`config.mk`:
```
export PLATFORM = sky130hd
export DESIGN_NAME = multi_slot_tick_alarm
export DESIGN_NICKNAME = d
export VERILOG_FILES = /design/src/msta_pkg.sv /design/src/msta_cell.sv /design/src/multi_slot_tick_alarm.sv
export SDC_FILE = /design/constraint.sdc
export NUM_CORES = 2
export LEC_CHECK = 0
export BUFFER_PORTS_ARGS = -buffer_cell sky130_fd_sc_hd__buf_2
export CAP_MARGIN = 20
export CORE_MARGIN = 8
export CORE_UTILIZATION = 55
export DETAILED_ROUTE_END_ITERATION = 10
export MAX_ROUTING_LAYER = met4
export PLACE_DENSITY_LB_ADDON = 0.1
export RECOVER_POWER = 25
export REMOVE_ABC_BUFFERS = 1
export SYNTH_ARGS = -nofsm -noshare
export SYNTH_HDL_FRONTEND = slang
export SYNTH_SLANG_ARGS = --single-unit
```
`constraint.sdc`:
```
create_clock -name i_clk -period 11.6 [get_ports i_clk]
set_clock_uncertainty 0.05 [all_clocks]
set_input_delay 0.58 -clock i_clk [delete_from_list [all_inputs] [get_ports i_clk]]
set_output_delay 0.58 -clock i_clk [all_outputs]
set_load 0.03 [all_outputs]
```
`src/msta_pkg.sv`:
```
// ----------------------------------------------------------------------------
// msta_pkg
// Shared widths, operation codes and the broadcast bus type of the alarm cells.
// ----------------------------------------------------------------------------
package msta_pkg;

    localparam int SLOT_W        = 6;
    localparam int DELAY_W       = 16;
    localparam int TICK_W        = 32;
    localparam int NUM_SLOTS_DEF = 64;

    localparam logic OP_TICK = 1'b0;
    localparam logic OP_ARM  = 1'b1;

    // broadcast from control to every cell
    typedef struct packed {
        logic              wr;      // arm write to the addressed cell
        logic              arm;     // new armed flag for that cell
        logic [SLOT_W-1:0] slot;    // addressed cell
        logic [TICK_W-1:0] target;  // new target tick
        logic              shift;   // token moves one cell on
    } t_cell_cmd;

endpackage

```
`src/msta_cell.sv`:
```
// ----------------------------------------------------------------------------
// msta_cell
// One alarm slot: armed flag, target tick and a stage of the scan token chain.
// ----------------------------------------------------------------------------
module msta_cell #(
    parameter int IDX = 0
) (
    input  logic                        i_clk,
    input  logic                        i_rst_n,
    input  msta_pkg::t_cell_cmd         i_cmd,
    input  logic [msta_pkg::TICK_W-1:0] i_cnt,
    input  logic                        i_tok,
    output logic                        o_tok,
    output logic                        o_hit
);
    import msta_pkg::*;

    logic              r_armed;
    logic              n_armed;
    logic [TICK_W-1:0] r_target;
    logic              r_tok;
    logic [TICK_W-1:0] w_diff;
    logic              w_sel;

    assign w_sel  = i_cmd.wr && (i_cmd.slot == SLOT_W'(IDX));
    // reached when the modular difference is not negative
    assign w_diff = i_cnt - r_target;
    assign o_hit  = r_tok && r_armed && !w_diff[TICK_W-1];
    assign o_tok  = r_tok;

    always_comb begin
        n_armed = r_armed;
        if (w_sel) begin
            n_armed = i_cmd.arm;
        end else if (i_cmd.shift && o_hit) begin
            n_armed = 1'b0;
        end
    end

    always_ff @(posedge i_clk) begin
        if (!i_rst_n) begin
            r_armed <= 1'b0;
            r_tok   <= 1'b0;
        end else begin
            r_armed <= n_armed;
            if (i_cmd.shift) begin
                r_tok <= i_tok;
            end
        end
    end

    always_ff @(posedge i_clk) begin
        if (w_sel) begin
            r_target <= i_cmd.target;
        end
    end

endmodule

```
`src/multi_slot_tick_alarm.sv`:
```
// arm item: a zero delay puts its wake item in the output register
// tick item: a token walks the slot cells, one cell per cycle unless a hit must wait for
// the output register to take the held item; each wake item leaves one hit later than
// found (held so the last one can be flagged), the final one at the end of the walk
// next item is accepted once the walk is over and the output register can take data
// reset (synchronous, active low): counter zero, all slots disarmed, output empty
// ----------------------------------------------------------------------------
// multi_slot_tick_alarm
// Tick counter, advanced by each tick item, with a row of compare slots; fired
// slots are reported in slot order after each tick.
// ----------------------------------------------------------------------------
module multi_slot_tick_alarm #(
    parameter int NUM_SLOTS = msta_pkg::NUM_SLOTS_DEF
) (
    input  logic                         i_clk,
    input  logic                         i_rst_n,
    input  logic                         i_in_valid,
    output logic                         o_in_ready,
    input  logic                         i_op,
    input  logic [msta_pkg::SLOT_W-1:0]  i_slot,
    input  logic [msta_pkg::DELAY_W-1:0] i_delay,
    output logic                         o_out_valid,
    input  logic                         i_out_ready,
    output logic [msta_pkg::SLOT_W-1:0]  o_woken_slot,
    output logic [msta_pkg::TICK_W-1:0]  o_now_tick,
    output logic                         o_is_last
);
    import msta_pkg::*;

    localparam int IDX_W = (NUM_SLOTS > 1) ? $clog2(NUM_SLOTS) : 1;

    localparam logic [1:0] ST_IDLE  = 2'd0;
    localparam logic [1:0] ST_SCAN  = 2'd1;
    localparam logic [1:0] ST_FLUSH = 2'd2;

    logic [1:0]        r_state;
    logic [1:0]        n_state;
    logic [TICK_W-1:0] r_cnt;
    logic [IDX_W-1:0]  r_idx;
    logic              r_pend_valid;
    logic [SLOT_W-1:0] r_pend_slot;
    logic              r_out_valid;
    logic [SLOT_W-1:0] r_out_slot;
    logic [TICK_W-1:0] r_out_tick;
    logic              r_out_last;

    t_cell_cmd            w_cmd;
    logic [NUM_SLOTS:0]   w_tok;
    logic [NUM_SLOTS-1:0] w_hit;
    logic                 w_any_hit;
    logic                 w_out_free;
    logic                 w_acc;
    logic                 w_in_range;
    logic                 w_start;
    logic                 w_adv;
    logic                 w_end;

    assign w_out_free = !r_out_valid || i_out_ready;
    assign o_in_ready = (r_state == ST_IDLE) && w_out_free;
    assign w_acc      = i_in_valid && o_in_ready;
    assign w_in_range = {1'b0, i_slot} < (SLOT_W + 1)'(NUM_SLOTS);
    assign w_start    = w_acc && (i_op == OP_TICK);
    assign w_any_hit  = |w_hit;
    // a hit needs the holding register free, or room to push the held item out
    assign w_adv      = (r_state == ST_SCAN) && (!w_any_hit || !r_pend_valid || w_out_free);
    assign w_end      = r_idx == IDX_W'(NUM_SLOTS - 1);

    always_comb begin
        w_cmd.wr     = w_acc && (i_op == OP_ARM) && w_in_range;
        w_cmd.arm    = i_delay != '0;
        w_cmd.slot   = i_slot;
        w_cmd.target = r_cnt + TICK_W'(i_delay);
        w_cmd.shift  = w_start || w_adv;
    end

    assign w_tok[0] = w_start;

    for (genvar g = 0; g < NUM_SLOTS; g++) begin : g_cell
        msta_cell #(
            .IDX (g)
        ) u_cell (
            .i_clk   (i_clk),
            .i_rst_n (i_rst_n),
            .i_cmd   (w_cmd),
            .i_cnt   (r_cnt),
            .i_tok   (w_tok[g]),
            .o_tok   (w_tok[g+1]),
            .o_hit   (w_hit[g])
        );
    end

    always_comb begin
        n_state = r_state;
        case (r_state)
            ST_IDLE: begin
                if (w_start) begin
                    n_state = ST_SCAN;
                end
            end
            ST_SCAN: begin
                if (w_adv && w_end) begin
                    n_state = ST_FLUSH;
                end
            end
            ST_FLUSH: begin
                if (!r_pend_valid || w_out_free) begin
                    n_state = ST_IDLE;
                end
            end
            default: begin
                n_state = ST_IDLE;
            end
        endcase
    end

    always_ff @(posedge i_clk) begin
        if (!i_rst_n) begin
            r_state      <= ST_IDLE;
            r_cnt        <= '0;
            r_idx        <= '0;
            r_pend_valid <= 1'b0;
            r_out_valid  <= 1'b0;
        end else begin
            r_state <= n_state;
            if (w_start) begin
                r_cnt <= r_cnt + 1'b1;
                r_idx <= '0;
            end else if (w_adv) begin
                r_idx <= r_idx + 1'b1;
            end

            if (w_adv && w_any_hit) begin
                r_pend_valid <= 1'b1;
            end else if (r_state == ST_FLUSH && w_out_free) begin
                r_pend_valid <= 1'b0;
            end

            if (w_acc && i_op == OP_ARM && w_in_range && i_delay == '0) begin
                r_out_valid <= 1'b1;
            end else if (w_adv && w_any_hit && r_pend_valid) begin
                r_out_valid <= 1'b1;
            end else if (r_state == ST_FLUSH && r_pend_valid && w_out_free) begin
                r_out_valid <= 1'b1;
            end else if (i_out_ready) begin
                r_out_valid <= 1'b0;
            end
        end
    end

    // payload of the holding and output registers
    always_ff @(posedge i_clk) begin
        if (w_adv && w_any_hit) begin
            r_pend_slot <= SLOT_W'(r_idx);
        end
        if (w_acc && i_op == OP_ARM && w_in_range && i_delay == '0) begin
            r_out_slot <= i_slot;
            r_out_tick <= r_cnt;
            r_out_last <= 1'b1;
        end else if (w_adv && w_any_hit && r_pend_valid) begin
            r_out_slot <= r_pend_slot;
            r_out_tick <= r_cnt;
            r_out_last <= 1'b0;
        end else if (r_state == ST_FLUSH && r_pend_valid && w_out_free) begin
            r_out_slot <= r_pend_slot;
            r_out_tick <= r_cnt;
            r_out_last <= 1'b1;
        end
    end

    assign o_out_valid  = r_out_valid;
    assign o_woken_slot = r_out_slot;
    assign o_now_tick   = r_out_tick;
    assign o_is_last    = r_out_last;

endmodule

```
==> results.toml <==
[run_status]
status = "finished, violations left"
violations = "max-capacitance violations, max-slew violations"

[sta]
relSlewSlack_pct = -135.3
post-route-period-util_pct = 77.73
period_minus_slack_ns = 9.017
slew_viol_final = 2017
hold_violations = 0
setup_viol = 0
rsz0062_at_grt = "no"
tightest_slew_ns = 3.529
fin_tns_setup_ns = 0
max_freq_mhz = 110.9

[yosys]
synth.top_cells.by_area = "edfxtp_1 (51%), ha_1 (20%), inv_1 (6.2%)"
yosysWarnings = 0
synth_cell_types = 85
yosys_most_used_dff = "edfxtp_1"
syn_area_um2 = 122800
synth_top_area_share_pct = 51.17
syn_inst = 10530
synth_seq_area_share_pct = 53.96
synth_largest_area_cell = "edfxtp_1"
syn-mean-instance-area_um2 = 11.65
ys_seq_elements = 2263
synth_edf_count = 2092
async_flop_share_pct = 0

[hold_path]
min_path_cells = 2
hold_path.class = "primary input to register"
hold_path_end = "o_woken_slot[1]$_DFFE_PP_"
hold_start = "i_slot[1]"

[floorplanning]
die_height_um = 488.5
initial_utilization_pct = 55.28
row_count = 173
die-area_um2 = 238600
io_pins = 68
die_w_um = 488.5
core_um2 = 222100

[power]
power_leakage_nw = 60.95
finalPower_mw = 16.87
powerDensity_nw_per_um2 = 123.9
irDropWorstVdd_mv = 0.1638

[clock_tree]
clock-sinks = 2263
clk_latency_ns = 0.89
clkTransAtPathRegs_ns = 0.06
htreeDepth = 4
clockBufferDepth = 3
postCtsSetupRepairBufs = 0
cts_buffers = 241
cts_root_buffer = "clkbuf_16"
cts_tree = "built"
cts_resized = 0

[placed_design]
port_buffers = 67
gp_congestion = 0.9515
dpl.hpwl_um = 230500

[route]
drc = 0
vias = 83540
detail_route.wirelength_um = 353700
ant_nets = 0
detail_route.vias_per_cell = 5.893
post_drt_wl_per_cell_um = 24.95
dr.pass1.iters = 5
drt_iter0_markers = 7615

[worst_setup_path]
slowest_delay_ns = 2.30
end_kind = "register"
crit_chain = "clkbuf_1 -> ha_1 -> inv_1 -> o211a_1 -> o21ai_1 -> a2111oi_0 -> o211ai_1 -> mux2i_1 -> nand4b_1 -> or4b_1 -> nor4_2 -> nand4b_1 -> a31oi_1 -> o21ai_4 -> buf_4"
path_max_fanout = 33
rr_startpoint = "r_cnt[5]$_SDFFE_PN0P_"
path_common_cell = "nand4b_1"
reg2reg_depth = 15
required_ns = 12.11
crit_type = "register to register"
reg2reg_to = "o_now_tick[0]$_DFFE_PP_"
crit_slowest_cell = "clkbuf_1"
ff2ff_setup_slack_ns = 2.58
crit_buf_inv = 3
cp_top_family = "buffers and inverters"
cp.arrival_ns = 9.53
start_kind = "register"

[run]
max-cap-violations = 67

[final_layout]
fillCellCount = 17750
layout-drive-gt1-share_pct = 5.748
final_nets = 12940
area_delta_synth_final_pct = 10.85

[grt]
grt_pass1_wl_um = 521000
overflow = 0
grt_max_degree = 92
grt_use_total_pct = 30.09
antenna_found_initial = 22
grt_pass1_vias = 82960
[synth_stat cells (42+ instances only)]
library cell,n
dfxtp_1,171
mux2i_1,112
xor2_1,46
inv_1,2040
nand2_1,737
clkbuf_1,51
a21o_1,247
ha_1,1938
nand4_1,245
o21ai_1,42
nor2b_1,95
nor4_1,49
o211ai_1,50
nor2_1,325
a31oi_1,80
o21ai_0,354
a21oi_1,753
nor3_1,75
o21a_1,60
nand3_1,169
xnor2_1,102
edfxtp_1,2092
a21boi_0,66
and3_1,96
a211oi_1,73
nand2b_1,45
[state kept, by name (all words and copies together) (netlist names)]
register                count
g_cell.u_cell.r_target   2048
g_cell.u_cell.o_tok        64
g_cell.u_cell.r_armed      64
o_now_tick                 32
r_cnt                      32
o_woken_slot                6
r_idx                       6
r_pend_slot                 6
r_state                     2
o_is_last                   1
o_out_valid                 1
r_pend_valid                1
[power by group]
group / internal [mW] / switching [mW]
sequential: 8.87 / 0.0102
combinational: 0.0610 / 0.267
clock: 4.36 / 3.29
[how the worst max path moves through the flow]
| stage | startpoint | end | slack (ns) | cells after the start |
|---|---|---|---|---|
| 2_1_floorplan | r_cnt[24]$_SDFFE_PN0P_ | o_now_tick[0]$_DFFE_PP_ | 4.31 | 13 |
| 6_report | r_cnt[5]$_SDFFE_PN0P_ | o_now_tick[0]$_DFFE_PP_ | 2.58 | 15 |
| 3_3_place_gp | r_cnt[0]$_SDFFE_PN0P_ | g_cell[37].u_cell.r_target[26]$_DFFE_PP_ | 5.02 | 17 |
| 5_1_grt | r_cnt[5]$_SDFFE_PN0P_ | o_now_tick[11]$_DFFE_PP_ | 2.43 | 15 |
| 3_5_place_dp | r_cnt[0]$_SDFFE_PN0P_ | g_cell[57].u_cell.r_target[26]$_DFFE_PP_ | 5.03 | 17 |
| 4_1_cts | r_cnt[0]$_SDFFE_PN0P_ | g_cell[37].u_cell.r_target[26]$_DFFE_PP_ | 5.00 | 17 |
[repair_timing]
item,in CTS,in global routing
endpoints found under the hold margin,13,0
hold buffers,1,0
endpoints found under the setup margin,0,0
[per-layer routing]
layer | global-route usage, % | wire [µm]
met1 | 38.52 | 147800
met2 | 49.08 | 167200
met3 | 3.671 | 22740
met4 | 12.06 | 16040
met5 | - | 0
[through the flow]
stage,std cells,worst slack [ns],hold WS (ns),util (%),cell area (µm²)
after floorplan,10450,4.307,0.3848,-,122300
after global placement,13700,5.019,0.4161,57.89,128600
after detailed placement,13700,5.032,0.4164,57.90,128600
after CTS,14160,4.999,0.007916,61.41,136400
after global routing,14170,2.430,0.02971,61.27,136100
final,14180,2.583,0.06429,61.28,136100
[cell usage in the layout, fill, tap and decap left out, drive strengths merged, types with 40 or more instances in the layout]
cell    Yosys  final
xor2       46     46
buf        31    181
o211ai     50     50
nor4       51     51
o21ai     396    396
clkinv      0    137
nand3     170    170
dfxtp     171    171
nor3       76     76
a31oi      80     80
nor2      325    325
clkbuf     51    393
nor2b      95     95
inv      2040   2035
a211oi     74     74
a21boi     68     68
xnor2     102    102
a21oi     753    753
mux2i     112    112
and3       96     96
nand2     737    737
ha       1938   1938
edfxtp   2092   2092
a21o      247    247
o21a       60     60
nand2b     45     45
and4       40     40
nand4     245    245
[cell families after synthesis]
group                    count (synthesis)  share of synthesized area (%)
adder cells (fa/ha/maj)               1939                          19.77
AO/OA/AOI/OAI                         1939                          9.651
flip-flops                            2263                          53.96
buffers and inverters                 2122                          6.586
AND/OR/NAND/NOR                       2003                          7.998
multiplexers                           120                         0.9865
XOR/XNOR                               148                          1.056
[layout make-up]
type,count,area (µm²),area share [%]
Multi-Input combinational cell,6149,48860,35.90
Inverter,2040,7659,5.627
Clock buffer,297,6420,4.717
Antenna cell,15,37.54,0.02758
Clock inverter,160,1366,1.004
Tap cell,2975,3722,2.735
Timing Repair Buffer,278,1722,1.265
Sequential cell,2263,66310,48.73
(Power assumes the default switching activity.)
